File: src/hdl/assert_macros.svh
// Assertion helpers, all clocked on clk_i and masked during reset.
`ifndef ASSERT_MACROS_SVH
`define ASSERT_MACROS_SVH

// Property must hold at every edge outside reset.
`define ASSERT_ALWAYS(label, prop, msg) \
  label: assert property (@(posedge clk_i) disable iff (!rst_ni) (prop)) else $error(msg);

// Condition must never be seen outside reset.
`define ASSERT_NEVER(label, cond, msg) \
  label: assert property (@(posedge clk_i) disable iff (!rst_ni) !(cond)) else $error(msg);

`endif

File: src/hdl/ubts_pkg.sv
package ubts_pkg;

  localparam int TARGETS = 4;
  localparam int IDX_W   = (TARGETS > 1) ? $clog2(TARGETS) : 1;

  // operand and product widths of the shared multiplier
  localparam int MUL_A_W = 28;
  localparam int MUL_B_W = 12;
  localparam int PROD_W  = MUL_A_W + MUL_B_W;

  // transaction kinds
  localparam logic [1:0] KIND_RECORD = 2'd0;
  localparam logic [1:0] KIND_DECIDE = 2'd1;
  localparam logic [1:0] KIND_CLEAR  = 2'd2;

  // configuration register indexes
  localparam logic [2:0] REG_QUEUE_WEIGHT    = 3'd0;
  localparam logic [2:0] REG_DISTANCE_WEIGHT = 3'd1;
  localparam logic [2:0] REG_SWITCH_MARGIN   = 3'd2;
  localparam logic [2:0] REG_LEAVE_THRESHOLD = 3'd3;
  localparam logic [2:0] REG_KEEP_CHARGE     = 3'd4;
  localparam logic [2:0] REG_START_CHARGE    = 3'd5;
  localparam logic [2:0] REG_LOCK_TICKS      = 3'd6;
  localparam logic [2:0] REG_SENSE_RANGE     = 3'd7;

  typedef struct packed {
    logic [7:0]  queue;
    logic [7:0]  inbound;
    logic [15:0] distance;
    logic        stale;
    logic        blocked;
    logic [6:0]  noise;
  } rec_t;

  typedef struct packed {
    logic               en;
    logic [MUL_A_W-1:0] a;
    logic [MUL_B_W-1:0] b;
  } mul_op_t;

endpackage

File: src/hdl/ubts_mul.sv
module ubts_mul
  import ubts_pkg::*;
(
  input  logic              clk_i,
  input  mul_op_t           op_i,
  output logic [PROD_W-1:0] prod_o
);

  logic [PROD_W-1:0] prod_q;

  // registered product, held when idle
  always_ff @(posedge clk_i) begin
    if (op_i.en) begin
      prod_q <= PROD_W'(op_i.a) * PROD_W'(op_i.b);
    end
  end

  assign prod_o = prod_q;

endmodule

File: src/hdl/utility_bid_target_selector.sv
// Utility bid target selector.
// Input channel (in_valid_i/in_ready_o) carries three kinds of transaction:
// a target record write, a decide tick (charge, parked) and a clear of the
// current choice. Every input transaction yields exactly one result on the
// output channel (out_valid_o/out_ready_i): committed, chosen index, changed.
// Config writes come on cfg_valid_i/cfg_ready_o (always ready), index + data;
// the user must issue them only while the block is idle (not enforced here).
// Sequence: record, clear and unknown kinds go from accept to the finish
// state. A decide tick ends after the hard checks on a drop, while locked,
// or with no choice and too little charge to start; otherwise it scans all
// targets, skipping unusable ones. For each usable target the single shared
// multiplier forms wd*dist, then *(512-charge), then wq*q, before the compare.
// One transaction is in flight at a time; in_ready_o is high in idle only.
// A finished result sits in the output register; if the receiver stalls,
// the block still accepts one more transaction and holds its result until
// the output register frees up.
// Reset (async, active low) clears the choice, lock and output valid, and
// loads the config defaults. The target table has no reset: records must be
// written before a decide tick reads them.
`include "assert_macros.svh"

module utility_bid_target_selector
  import ubts_pkg::*;
(
  input  logic        clk_i,
  input  logic        rst_ni,

  input  logic        in_valid_i,
  output logic        in_ready_o,
  input  logic [1:0]  kind_i,
  input  logic [3:0]  target_index_i,
  input  logic [7:0]  queue_count_i,
  input  logic [7:0]  inbound_count_i,
  input  logic [15:0] target_distance_i,
  input  logic        info_stale_i,
  input  logic        target_blocked_i,
  input  logic [6:0]  bid_noise_i,
  input  logic [8:0]  charge_i,
  input  logic        parked_i,

  output logic        out_valid_o,
  input  logic        out_ready_i,
  output logic        committed_o,
  output logic [3:0]  chosen_index_o,
  output logic        changed_o,

  input  logic        cfg_valid_i,
  output logic        cfg_ready_o,
  input  logic [2:0]  cfg_index_i,
  input  logic [15:0] cfg_data_i
);

  // sequencer states
  localparam logic [2:0] S_IDLE   = 3'd0;
  localparam logic [2:0] S_CHECK  = 3'd1;  // hard drop checks on current target
  localparam logic [2:0] S_M1     = 3'd2;  // usability test, wd*dist
  localparam logic [2:0] S_M2     = 3'd3;  // * (512 - charge)
  localparam logic [2:0] S_M3     = 3'd4;  // latch distance cost, wq*q
  localparam logic [2:0] S_M4     = 3'd5;  // score and compare
  localparam logic [2:0] S_END    = 3'd6;  // switch / take decision
  localparam logic [2:0] S_FINISH = 3'd7;  // push result

  localparam logic [IDX_W-1:0] LAST_IDX = IDX_W'(TARGETS - 1);

  // ---------------------------------------------------------------- config
  logic [11:0] queue_weight_q, distance_weight_q;
  logic [15:0] switch_margin_q, leave_threshold_q, lock_ticks_q, sense_range_q;
  logic [8:0]  keep_charge_q, start_charge_q;

  assign cfg_ready_o = 1'b1;

  always_ff @(posedge clk_i or negedge rst_ni) begin
    if (!rst_ni) begin
      queue_weight_q    <= 12'd384;
      distance_weight_q <= 12'd90;
      switch_margin_q   <= 16'd205;
      leave_threshold_q <= 16'd77;
      keep_charge_q     <= 9'd64;
      start_charge_q    <= 9'd128;
      lock_ticks_q      <= 16'd30;
      sense_range_q     <= 16'd512;
    end else if (cfg_valid_i) begin
      unique case (cfg_index_i)
        REG_QUEUE_WEIGHT:    queue_weight_q    <= cfg_data_i[11:0];
        REG_DISTANCE_WEIGHT: distance_weight_q <= cfg_data_i[11:0];
        REG_SWITCH_MARGIN:   switch_margin_q   <= cfg_data_i;
        REG_LEAVE_THRESHOLD: leave_threshold_q <= cfg_data_i;
        REG_KEEP_CHARGE:     keep_charge_q     <= cfg_data_i[8:0];
        REG_START_CHARGE:    start_charge_q    <= cfg_data_i[8:0];
        REG_LOCK_TICKS:      lock_ticks_q      <= cfg_data_i;
        REG_SENSE_RANGE:     sense_range_q     <= cfg_data_i;
        default: ;
      endcase
    end
  end

  // ---------------------------------------------------------------- table
  rec_t             table_q [TARGETS];
  rec_t             rd_rec;
  rec_t             wr_rec;
  logic             tbl_we;
  logic [IDX_W-1:0] rd_idx;

  assign wr_rec = '{queue:    queue_count_i,
                    inbound:  inbound_count_i,
                    distance: target_distance_i,
                    stale:    info_stale_i,
                    blocked:  target_blocked_i,
                    noise:    bid_noise_i};

  always_ff @(posedge clk_i) begin
    if (tbl_we) begin
      table_q[target_index_i[IDX_W-1:0]] <= wr_rec;
    end
  end

  // ---------------------------------------------------------------- state
  logic [2:0]        state_q, state_d;
  logic              choice_valid_q, choice_valid_d;
  logic [IDX_W-1:0]  choice_idx_q, choice_idx_d;
  logic [15:0]       lock_q, lock_d;
  logic              old_valid_q, old_valid_d;
  logic [IDX_W-1:0]  old_idx_q, old_idx_d;
  logic [IDX_W-1:0]  scan_q, scan_d;
  logic              have_best_q, have_best_d;
  logic              have_cur_q, have_cur_d;
  logic              out_valid_q, out_valid_d;

  // datapath registers, no reset
  logic [8:0]        charge_q;
  logic              parked_q;
  logic [21:0]       dcost_q;
  logic signed [23:0] best_u_q, cur_u_q;
  logic [IDX_W-1:0]  best_idx_q;
  logic              committed_q;
  logic [3:0]        chosen_q;
  logic              changed_q;

  logic              in_acc;
  logic              push_ok;
  logic              last_scan;
  logic              usable;
  logic              is_cur;
  logic [9:0]        fac;
  logic signed [23:0] u;
  logic signed [24:0] best_ext, cur_plus, thr;
  logic              beats_cur, below_thr;
  logic              drop_hard;

  mul_op_t           mul_op;
  logic [PROD_W-1:0] prod;

  ubts_mul u_mul (
    .clk_i  (clk_i),
    .op_i   (mul_op),
    .prod_o (prod)
  );

  assign in_ready_o = (state_q == S_IDLE);
  assign in_acc     = in_valid_i && in_ready_o;
  assign push_ok    = !out_valid_q || out_ready_i;
  assign tbl_we     = in_acc && (kind_i == KIND_RECORD) && (target_index_i < 4'(TARGETS));

  assign rd_idx    = (state_q == S_CHECK) ? choice_idx_q : scan_q;
  assign rd_rec    = table_q[rd_idx];
  assign last_scan = (scan_q == LAST_IDX);
  assign usable    = !rd_rec.stale && !rd_rec.blocked && (rd_rec.queue != 8'd0);
  assign is_cur    = choice_valid_q && (scan_q == choice_idx_q);
  assign fac       = 10'd512 - {1'b0, charge_q};

  // score in Q.8: wq*q + noise - 256*inbound - dcost
  assign u = $signed({4'b0, prod[19:0]}) + $signed({17'b0, rd_rec.noise})
           - $signed({8'b0, rd_rec.inbound, 8'b0}) - $signed({2'b0, dcost_q});

  assign best_ext  = {best_u_q[23], best_u_q};
  assign cur_plus  = {cur_u_q[23], cur_u_q} + $signed({9'b0, switch_margin_q});
  assign thr       = parked_q ? $signed({9'b0, leave_threshold_q}) : 25'sd0;
  assign beats_cur = best_ext > cur_plus;
  assign below_thr = best_ext < thr;
  assign drop_hard = rd_rec.blocked
                  || ((rd_rec.distance < sense_range_q) && (rd_rec.queue == 8'd0));

  // shared multiplier operand select
  always_comb begin
    mul_op = '{en: 1'b0, a: '0, b: '0};
    unique case (state_q)
      S_M1: mul_op = '{en: 1'b1, a: MUL_A_W'(rd_rec.distance), b: distance_weight_q};
      S_M2: mul_op = '{en: 1'b1, a: prod[MUL_A_W-1:0], b: MUL_B_W'(fac)};
      S_M3: mul_op = '{en: 1'b1, a: MUL_A_W'(rd_rec.queue), b: queue_weight_q};
      default: ;
    endcase
  end

  always_comb begin
    state_d        = state_q;
    choice_valid_d = choice_valid_q;
    choice_idx_d   = choice_idx_q;
    lock_d         = lock_q;
    old_valid_d    = old_valid_q;
    old_idx_d      = old_idx_q;
    scan_d         = scan_q;
    have_best_d    = have_best_q;
    have_cur_d     = have_cur_q;
    out_valid_d    = out_valid_q;

    if (out_valid_q && out_ready_i) begin
      out_valid_d = 1'b0;
    end

    unique case (state_q)
      S_IDLE: begin
        if (in_acc) begin
          old_valid_d = choice_valid_q;
          old_idx_d   = choice_idx_q;
          state_d     = S_FINISH;
          unique case (kind_i)
            KIND_DECIDE: begin
              if (lock_q != 16'd0) begin
                lock_d = lock_q - 16'd1;
              end
              state_d = S_CHECK;
            end
            KIND_CLEAR: begin
              choice_valid_d = 1'b0;
              choice_idx_d   = '0;
            end
            default: ;
          endcase
        end
      end
      S_CHECK: begin
        state_d     = S_FINISH;
        scan_d      = '0;
        have_best_d = 1'b0;
        have_cur_d  = 1'b0;
        if (!choice_valid_q) begin
          if (charge_q >= start_charge_q && lock_q == 16'd0) begin
            state_d = S_M1;
          end
        end else if (charge_q < keep_charge_q || drop_hard) begin
          choice_valid_d = 1'b0;
          choice_idx_d   = '0;
          lock_d         = lock_ticks_q;
        end else if (lock_q == 16'd0) begin
          state_d = S_M1;
        end
      end
      S_M1: begin
        if (usable) begin
          state_d = S_M2;
        end else if (last_scan) begin
          state_d = S_END;
        end else begin
          scan_d = scan_q + IDX_W'(1);
        end
      end
      S_M2: state_d = S_M3;
      S_M3: state_d = S_M4;
      S_M4: begin
        if (is_cur) begin
          have_cur_d = 1'b1;
        end
        have_best_d = 1'b1;
        if (last_scan) begin
          state_d = S_END;
        end else begin
          scan_d  = scan_q + IDX_W'(1);
          state_d = S_M1;
        end
      end
      S_END: begin
        state_d = S_FINISH;
        if (choice_valid_q) begin
          if (have_best_q && best_idx_q != choice_idx_q && (!have_cur_q || beats_cur)) begin
            choice_idx_d = best_idx_q;
            lock_d       = lock_ticks_q;
          end
        end else if (have_best_q && !below_thr) begin
          choice_valid_d = 1'b1;
          choice_idx_d   = best_idx_q;
          lock_d         = lock_ticks_q;
        end
      end
      S_FINISH: begin
        if (push_ok) begin
          out_valid_d = 1'b1;
          state_d     = S_IDLE;
        end
      end
      default: state_d = S_IDLE;
    endcase
  end

  always_ff @(posedge clk_i or negedge rst_ni) begin
    if (!rst_ni) begin
      state_q        <= S_IDLE;
      choice_valid_q <= 1'b0;
      choice_idx_q   <= '0;
      lock_q         <= '0;
      old_valid_q    <= 1'b0;
      old_idx_q      <= '0;
      scan_q         <= '0;
      have_best_q    <= 1'b0;
      have_cur_q     <= 1'b0;
      out_valid_q    <= 1'b0;
    end else begin
      state_q        <= state_d;
      choice_valid_q <= choice_valid_d;
      choice_idx_q   <= choice_idx_d;
      lock_q         <= lock_d;
      old_valid_q    <= old_valid_d;
      old_idx_q      <= old_idx_d;
      scan_q         <= scan_d;
      have_best_q    <= have_best_d;
      have_cur_q     <= have_cur_d;
      out_valid_q    <= out_valid_d;
    end
  end

  // datapath captures
  always_ff @(posedge clk_i) begin
    if (in_acc) begin
      charge_q <= charge_i;
      parked_q <= parked_i;
    end
    if (state_q == S_M3) begin
      dcost_q <= prod[37:16];
    end
    if (state_q == S_M4) begin
      if (is_cur) begin
        cur_u_q <= u;
      end
      // first target wins ties
      if (!have_best_q || u > best_u_q) begin
        best_u_q   <= u;
        best_idx_q <= scan_q;
      end
    end
    if (state_q == S_CHECK) begin
      best_u_q <= '0;
      cur_u_q  <= '0;
    end
    if (state_q == S_FINISH && push_ok) begin
      committed_q <= choice_valid_q;
      chosen_q    <= choice_valid_q ? 4'(choice_idx_q) : 4'd0;
      changed_q   <= (old_valid_q != choice_valid_q)
                  || (choice_valid_q && (old_idx_q != choice_idx_q));
    end
  end

  assign out_valid_o    = out_valid_q;
  assign committed_o    = committed_q;
  assign chosen_index_o = chosen_q;
  assign changed_o      = changed_q;

  // ---------------------------------------------------------------- checks
  `ASSERT_ALWAYS(a_scan_unlocked, (state_q == S_M1) |-> (lock_q == 16'd0), "scan while locked")
  `ASSERT_ALWAYS(a_accept_leaves_idle, in_acc |=> (state_q != S_IDLE), "accept left block idle")
  `ASSERT_NEVER(a_idle_index, out_valid_o && !committed_o && (chosen_index_o != 4'd0),
                "nonzero index while not committed")
  `ASSERT_ALWAYS(a_change_reloads, (state_q == S_END && choice_idx_d != choice_idx_q)
                 |=> (lock_q == lock_ticks_q), "choice change without lock reload")

endmodule

File: config.mk
export PLATFORM = sky130hd
export DESIGN_NAME = utility_bid_target_selector
export DESIGN_NICKNAME = d
export VERILOG_FILES = /design/src/hdl/ubts_pkg.sv /design/src/hdl/ubts_mul.sv /design/src/hdl/utility_bid_target_selector.sv
export VERILOG_INCLUDE_DIRS = /design/src /design/src/hdl
export SDC_FILE = /design/constraint.sdc
export NUM_CORES = 2
export LEC_CHECK = 0
export ABC_AREA = 1
export BUFFER_PORTS_ARGS = -buffer_cell sky130_fd_sc_hd__buf_2
export CAP_MARGIN = 10
export CORE_MARGIN = 10
export CORE_UTILIZATION = 35
export CTS_CLUSTER_DIAMETER = 200
export DETAILED_ROUTE_END_ITERATION = 16
export PLACE_DENSITY_LB_ADDON = 0.12
export SYNTH_ARGS = -nofsm -noshare
export SYNTH_HDL_FRONTEND = slang
export SYNTH_SLANG_ARGS = --single-unit
File: constraint.sdc
create_clock -name clk_i -period 17.6 [get_ports clk_i]
set_input_delay 3.52 -clock clk_i [delete_from_list [all_inputs] [get_ports clk_i]]
set_output_delay 3.52 -clock clk_i [all_outputs]
set_load 0.005 [all_outputs]
# Word level (Yosys, flattened, before mapping)
# Memory sizes are Yosys's and may differ from the RTL's.
# Index checks and enable logic that the tools add are counted.
# word_totals
ramBits	164
memories	1
inputBits	81
wordCells	180
out_inout_bits	9
ff_bits	262
# memory_table
memory	depth	word_bits	read_ports	rd_ports_with_merged_regs	wr	line	rtl
table_q	4	41	1	0	1	utility_bid_target_selector.sv:98	rec_t table_q [TARGETS];
# op_classes
eq_ne	33
mux	49
n_addsub	7
n_reduce_logical	53
mul	1
order_cmp	7
# op_table
op	count
two-way mux 16 bit	9
one-hot mux 41 bit (3 select lines)	1
one-hot mux 16 bit (3 select lines)	1
multiplier 28 x 12 -> 38 bit	1
two-way mux 3 bit	10
AND reduction 2 bit	13
adder 24 x 17 -> 25 bit	1
greater-than comparator 24 x 25 -> 1 bit	1
== test 3 bit, second input constant	8
greater-than comparator 24 bit	1
less-than comparator 24 x 17 -> 1 bit	1
one-hot mux 3 bit (8 select lines)	1
subtractor 22 x 23 -> 24 bit	1
subtractor 21 x 16 -> 22 bit	1
adder 20 x 7 -> 21 bit	1
two-way mux 2 bit	10
logical NOT 16 bit	1
less-than comparator 16 bit	1
nonzero test 16 bit	1
subtractor 16 x 1 -> 16 bit, second input constant	1
logical AND 1 bit	14
== test 3 x 2 -> 1 bit, second input constant	4
two-way mux 1 bit	12
one-hot mux 2 bit (3 select lines)	2
27 further kinds	53

# Longest topological paths before layout
# An unclocked memory read counts as a cell.
# depth
word_depth	10
ltp_mapped	50
depth_no_buf	45

# By module
# Synthesis repeated with hierarchy kept, for this count alone.
# unflattened
cells_unflattened	4003
area_unflattened_um2	33540.9
# by_module_without_submodules
module	area_per_inst_um2	cells_per_inst	instances	seq_area_each_um2
utility_bid_target_selector	21102.7	2374	1	10457.5
ubts_mul	12438.2	1629	1	1201.2

# Least setup slack after synthesis
# Ideal clock, no wire load.
# synth_path
path_type	register -> register
start	register state_q[2]
end	register best_idx_q[0] (enable)
slack_ps	10043
t_arrival_ps	7222
synth_period_minus_slack_ps	7557
setup_ps	335
required_ps	17265
path_stages_with_launch	42
path_buffers	5
path_cell_list	dfrtp_1 -> inv_2 -> nand4_1 -> nand2_4 -> buf_6 -> buf_2 -> buf_2 -> buf_1 -> nand2_1 -> a32o_1 -> ha_1 -> inv_1 -> ha_1 -> a21oi_1 -> nand2_1 -> nand2_1 -> nand2_1 -> a21oi_1 -> [6 not listed] -> ha_1 -> nand2_1 -> nor4_1 -> nand4_1 -> nand3_1 -> a21oi_1 -> nor2_1 -> nor2_1 -> xor2_1 -> ha_1 -> nand4_1 -> nor3_1 -> nor4b_1 -> nand2_1 -> nand3_1 -> o211ai_1 -> a21oi_1 -> clkbuf_1
# synth_via
elab_chain_len	9
elab_cells_between_ends	10
cone_classes	add/sub: 3; order compare: 1; eq/ne: 2; mux: 1; reduce/logical: 2; memory: 1
# synth_lines
element	line	rtl
from (decl)	utility_bid_target_selector.sv:118	logic [2:0] state_q, state_d;
from (signal assigned)	utility_bid_target_selector.sv:307	state_q <= state_d;
== test 3 x 1 -> 1 bit (*)	utility_bid_target_selector.sv:164	assign rd_idx = (state_q == S_CHECK) ? choice_idx_q : scan_q;
two-way mux 2 bit (*)	utility_bid_target_selector.sv:164	
memory (4 x 41 bit) (*)	-	
adder 20 x 7 -> 21 bit	utility_bid_target_selector.sv:172	assign u = $signed({4'b0, prod[19:0]}) + $signed({17'b0, rd_rec.noise})
subtractor 21 x 16 -> 22 bit (*)	utility_bid_target_selector.sv:173	- $signed({8'b0, rd_rec.inbound, 8'b0}) - $signed({2'b0, dcost_q});
subtractor 22 x 23 -> 24 bit (*)	utility_bid_target_selector.sv:173	
named net u[22]	utility_bid_target_selector.sv:145	logic signed [23:0] u;
greater-than comparator 24 bit (*)	utility_bid_target_selector.sv:334	if (!have_best_q || u > best_u_q) begin
logical OR 1 bit (*)	utility_bid_target_selector.sv:334	
AND reduction 2 bit (no source line) (*)	-	
to (signal assigned)	utility_bid_target_selector.sv:336	best_idx_q <= scan_q;
to (decl)	utility_bid_target_selector.sv:134	logic [IDX_W-1:0] best_idx_q;
# The timed path passes the listed nets; every way through them passes the cells marked *.
# A chain may end at the register's enable or synchronous reset.

# Worst setup path in the final report
# layout_path
start	register state_q[1]
end	register best_u_q[18]
# layout_via
elab_chain_len	9
elab_cells_between_ends	10
cone_classes	add/sub: 3; order compare: 1; eq/ne: 2; mux: 1; reduce/logical: 2; memory: 1
# layout_lines
element	line	rtl
== test 3 x 1 -> 1 bit (*)	utility_bid_target_selector.sv:164	
two-way mux 2 bit (*)	utility_bid_target_selector.sv:164	
memory (4 x 41 bit) (*)	-	
adder 20 x 7 -> 21 bit	utility_bid_target_selector.sv:172	
subtractor 21 x 16 -> 22 bit (*)	utility_bid_target_selector.sv:173	
subtractor 22 x 23 -> 24 bit (*)	utility_bid_target_selector.sv:173	
named net u[22]	utility_bid_target_selector.sv:145	
greater-than comparator 24 bit (*)	utility_bid_target_selector.sv:334	
logical OR 1 bit (*)	utility_bid_target_selector.sv:334	
AND reduction 2 bit (no source line) (*)	-	
to (signal assigned)	utility_bid_target_selector.sv:335	best_u_q <= u;
to (decl)	utility_bid_target_selector.sv:133	logic signed [23:0] best_u_q, cur_u_q;
# Marked as above.

==> flow_summary.ini <==
[yosys]
synth_compound_area_frac = 0.105
synth-seq-area-share = 0.363
synth_top_family_by_area = adder cells
synth-edff-count = 240
synth_async_sr_flop_share = 0.321
synth_top_area_share = 0.226
synth_area_leaders = edfxtp_1 (23%), fa_1 (16%), ha_1 (9.5%), dfrtp_1 (8.9%), nand2_1 (8.9%)
yosysMostFrequentCell = nand2_1
syn_area_um2 = 31900
syn_inst = 3592
ys.flop_type = edfxtp_1
ys_warn_count = 0
yosys.area.top_type = edfxtp_1
yosys.area_share.adder = 0.259
synth-xor-area-share = 0.0274
synth.mux.area_fraction = 0.00157
ys_ff_latch = 424
synth_cell_type_count = 53
synth_area_per_cell_um2 = 8.89
synthSimpleGateAreaFrac = 0.150
ys_top_cells_by_count = nand2_1 (759), inv_1 (649), nor2_1 (294), o21ai_0 (267), fa_1 (261)

[critical_path]
rrSetupSlack_ns = 8.48
critPathMostFrequentCell = nand2_1
r2r_cells = 45
worstSetupPathType = flop to flop
crit_end = best_u_q[18]$_SDFFE_PP0P_
worstReg2RegStart = state_q[1]$_DFFE_PN0P_
start_kind = flop
cp_max_fo = 80
timing.rr.end = best_u_q[18]$_SDFFE_PP0P_
critPathLaunch = state_q[1]$_DFFE_PN0P_
slowest_delay_ns = 0.66
worstPathArrival_ns = 9.64
cp_slowest_cell = buf_4
cp-end-kind = flop
required_ns = 18.12

[clock_network]
cts_buffers = 50
cts.sinks = 424
htree_levels = 2
clk_pin_slew_worst_paths_ns = 0.06
hold_buffers = 0
cts_setup_buffers = 0
postCtsResizedCells = 0
clk_latency_ns = 0.61
ctsLongestPathBuffers = 3
cts_tree = done
clockRootBuffer = clkbuf_16

[detailed_routing]
drt_first_pass_iters = 7
drc = 0
vias = 23700
drt_iter0_drc = 1546
wl_um = 92700
vias_per_cell = 4.84
wl_per_cell_um = 18.9
ant_nets = 0

[die]
start_util = 0.354
io_pins = 90
coreArea_um2 = 90300
die-area_um2 = 104000
die_x_um = 322
rows = 110
die_y_um = 322

[finish]
diodes = 0
syn_to_final_growth_pct = 10.6
fin_util = 0.391
final_cell_count_no_fill = 4893
nNetsFinal = 4266
drive_above_1_share = 0.0743

[place]
dp_cells = 4806
hpwlAfterDp_um = 70400
io_buffers = 86
gp_congestion = 0.864

[timing]
rsz0062_at_grt = no
hold_viol_final = 0
tightest_slew_ns = 1.12
relSlewSlack = 0.250
skew_ns = 0.0321
fin_tns_setup_ns = 0
setup_viol = 0
layout_worst_path_cycle_share = 0.518
fmax_mhz = 110
whs_ns = 0.416
final_max_slew_viol_count = 0
min_period_ns = 9.12

[global_routing]
track_usage = 0.180
grt_pass1_wl_um = 145000
grt_antenna_before_repair = 3
overflow = 0
grt_max_degree = 83
grt_pass1_vias = 24400

[run_status]
status = finished clean

[worst_hold_path]
hp-class = flop to flop

[run]
cap_violations = 0
[critical path, delay by kind of cell (launching register included)]
kind | cells | cell delay [ns]
adders and majority gates | 4 | 1.27
AOI/OAI and AO/OA | 10 | 1.99
xor gates and xnor gates | 1 | 0.18
and+or+nand+nor | 26 | 3.68
buffers and inverters | 4 | 1.44
DFF | 1 | 0.45
[cell families after synthesis]
logic type,count (synthesis)
AO/OA/AOI/OAI,590
XOR/XNOR,100
adder cells (fa/ha/maj),503
buffers and inverters,768
flip-flops,424
multiplexers,5
other,2
AND/OR/NAND/NOR,1200
[stage by stage]
stage / worst slack [ns] / area (um2)
floorplan: 10.04 / 32000
global placement: 8.67 / 33800
detailed placement: 8.43 / 33800
CTS: 8.40 / 35300
global route: 7.48 / 35300
finish: 8.48 / 35300
[cell usage in the layout, fill, tap and decap left out, types with 18 or more instances in the layout]
master / instances
ha_1: 242
nand3_1: 72
dfstp_2: 22
nand2_1: 758
dfxtp_1: 48
xor2_1: 62
buf_4: 35
clkbuf_16: 52
o22ai_1: 21
conb_1: 24
a21oi_1: 178
nor2_1: 288
o21ai_0: 266
edfxtp_1: 240
fa_1: 261
o21ai_2: 25
inv_1: 649
dfrtp_1: 114
nor3_1: 26
xnor2_1: 38
nand4_1: 18
buf_2: 85
[registers in the layout, summed over array words and instances, names as in the netlist, 3 cells and up]
| signal | flops |
|---|---|
| best_u_q | 24 |
| sense_range_q | 16 |
| leave_threshold_q | 16 |
| queue_weight_q | 12 |
| lock_q | 16 |
| u_mul.prod_o | 38 |
| switch_margin_q | 16 |
| cur_u_q | 24 |
| state_q | 3 |
| distance_weight_q | 12 |
| start_charge_q | 9 |
| dcost_q | 22 |
| lock_ticks_q | 16 |
| table_q | 164 |
| charge_q | 9 |
| keep_charge_q | 9 |
[final cells by class]
cell class                 instances  area [um2]
tap                             1176        1470
clock inverter                    19         150
sequential                       424       11600
fill                            9222       55000
multi-input combinational       2422       17500
clock buffer                      68        1370
inverter                         663        2490
timing repair buffer             121         699
[per-layer routing]
layer	share of wire	global-route usage
met5	0	0
met3	0.046	0.0294
met2	0.46	0.291
met4	0.028	0.0482
met1	0.47	0.249
[how the worst min path moves through the flow]
stage | from | to | slack [ns] | depth (start not counted)
final | u_mul.prod_o[32]$_DFFE_PN_ | dcost_q[16]$_DFFE_PN_ | 0.42 | 0
after global routing | u_mul.prod_o[37]$_DFFE_PN_ | dcost_q[21]$_DFFE_PN_ | 0.43 | 0
after CTS | u_mul.prod_o[32]$_DFFE_PN_ | dcost_q[16]$_DFFE_PN_ | 0.42 | 0
after detailed placement | u_mul.prod_o[32]$_DFFE_PN_ | dcost_q[16]$_DFFE_PN_ | 0.41 | 0
after global placement | u_mul.prod_o[32]$_DFFE_PN_ | dcost_q[16]$_DFFE_PN_ | 0.40 | 0
after floorplan | u_mul.prod_o[28]$_DFFE_PN_ | dcost_q[12]$_DFFE_PN_ | 0.40 | 0
Power is not shown: default switching activity piles up to over one toggle a cycle in this logic, so the estimate is an artifact.
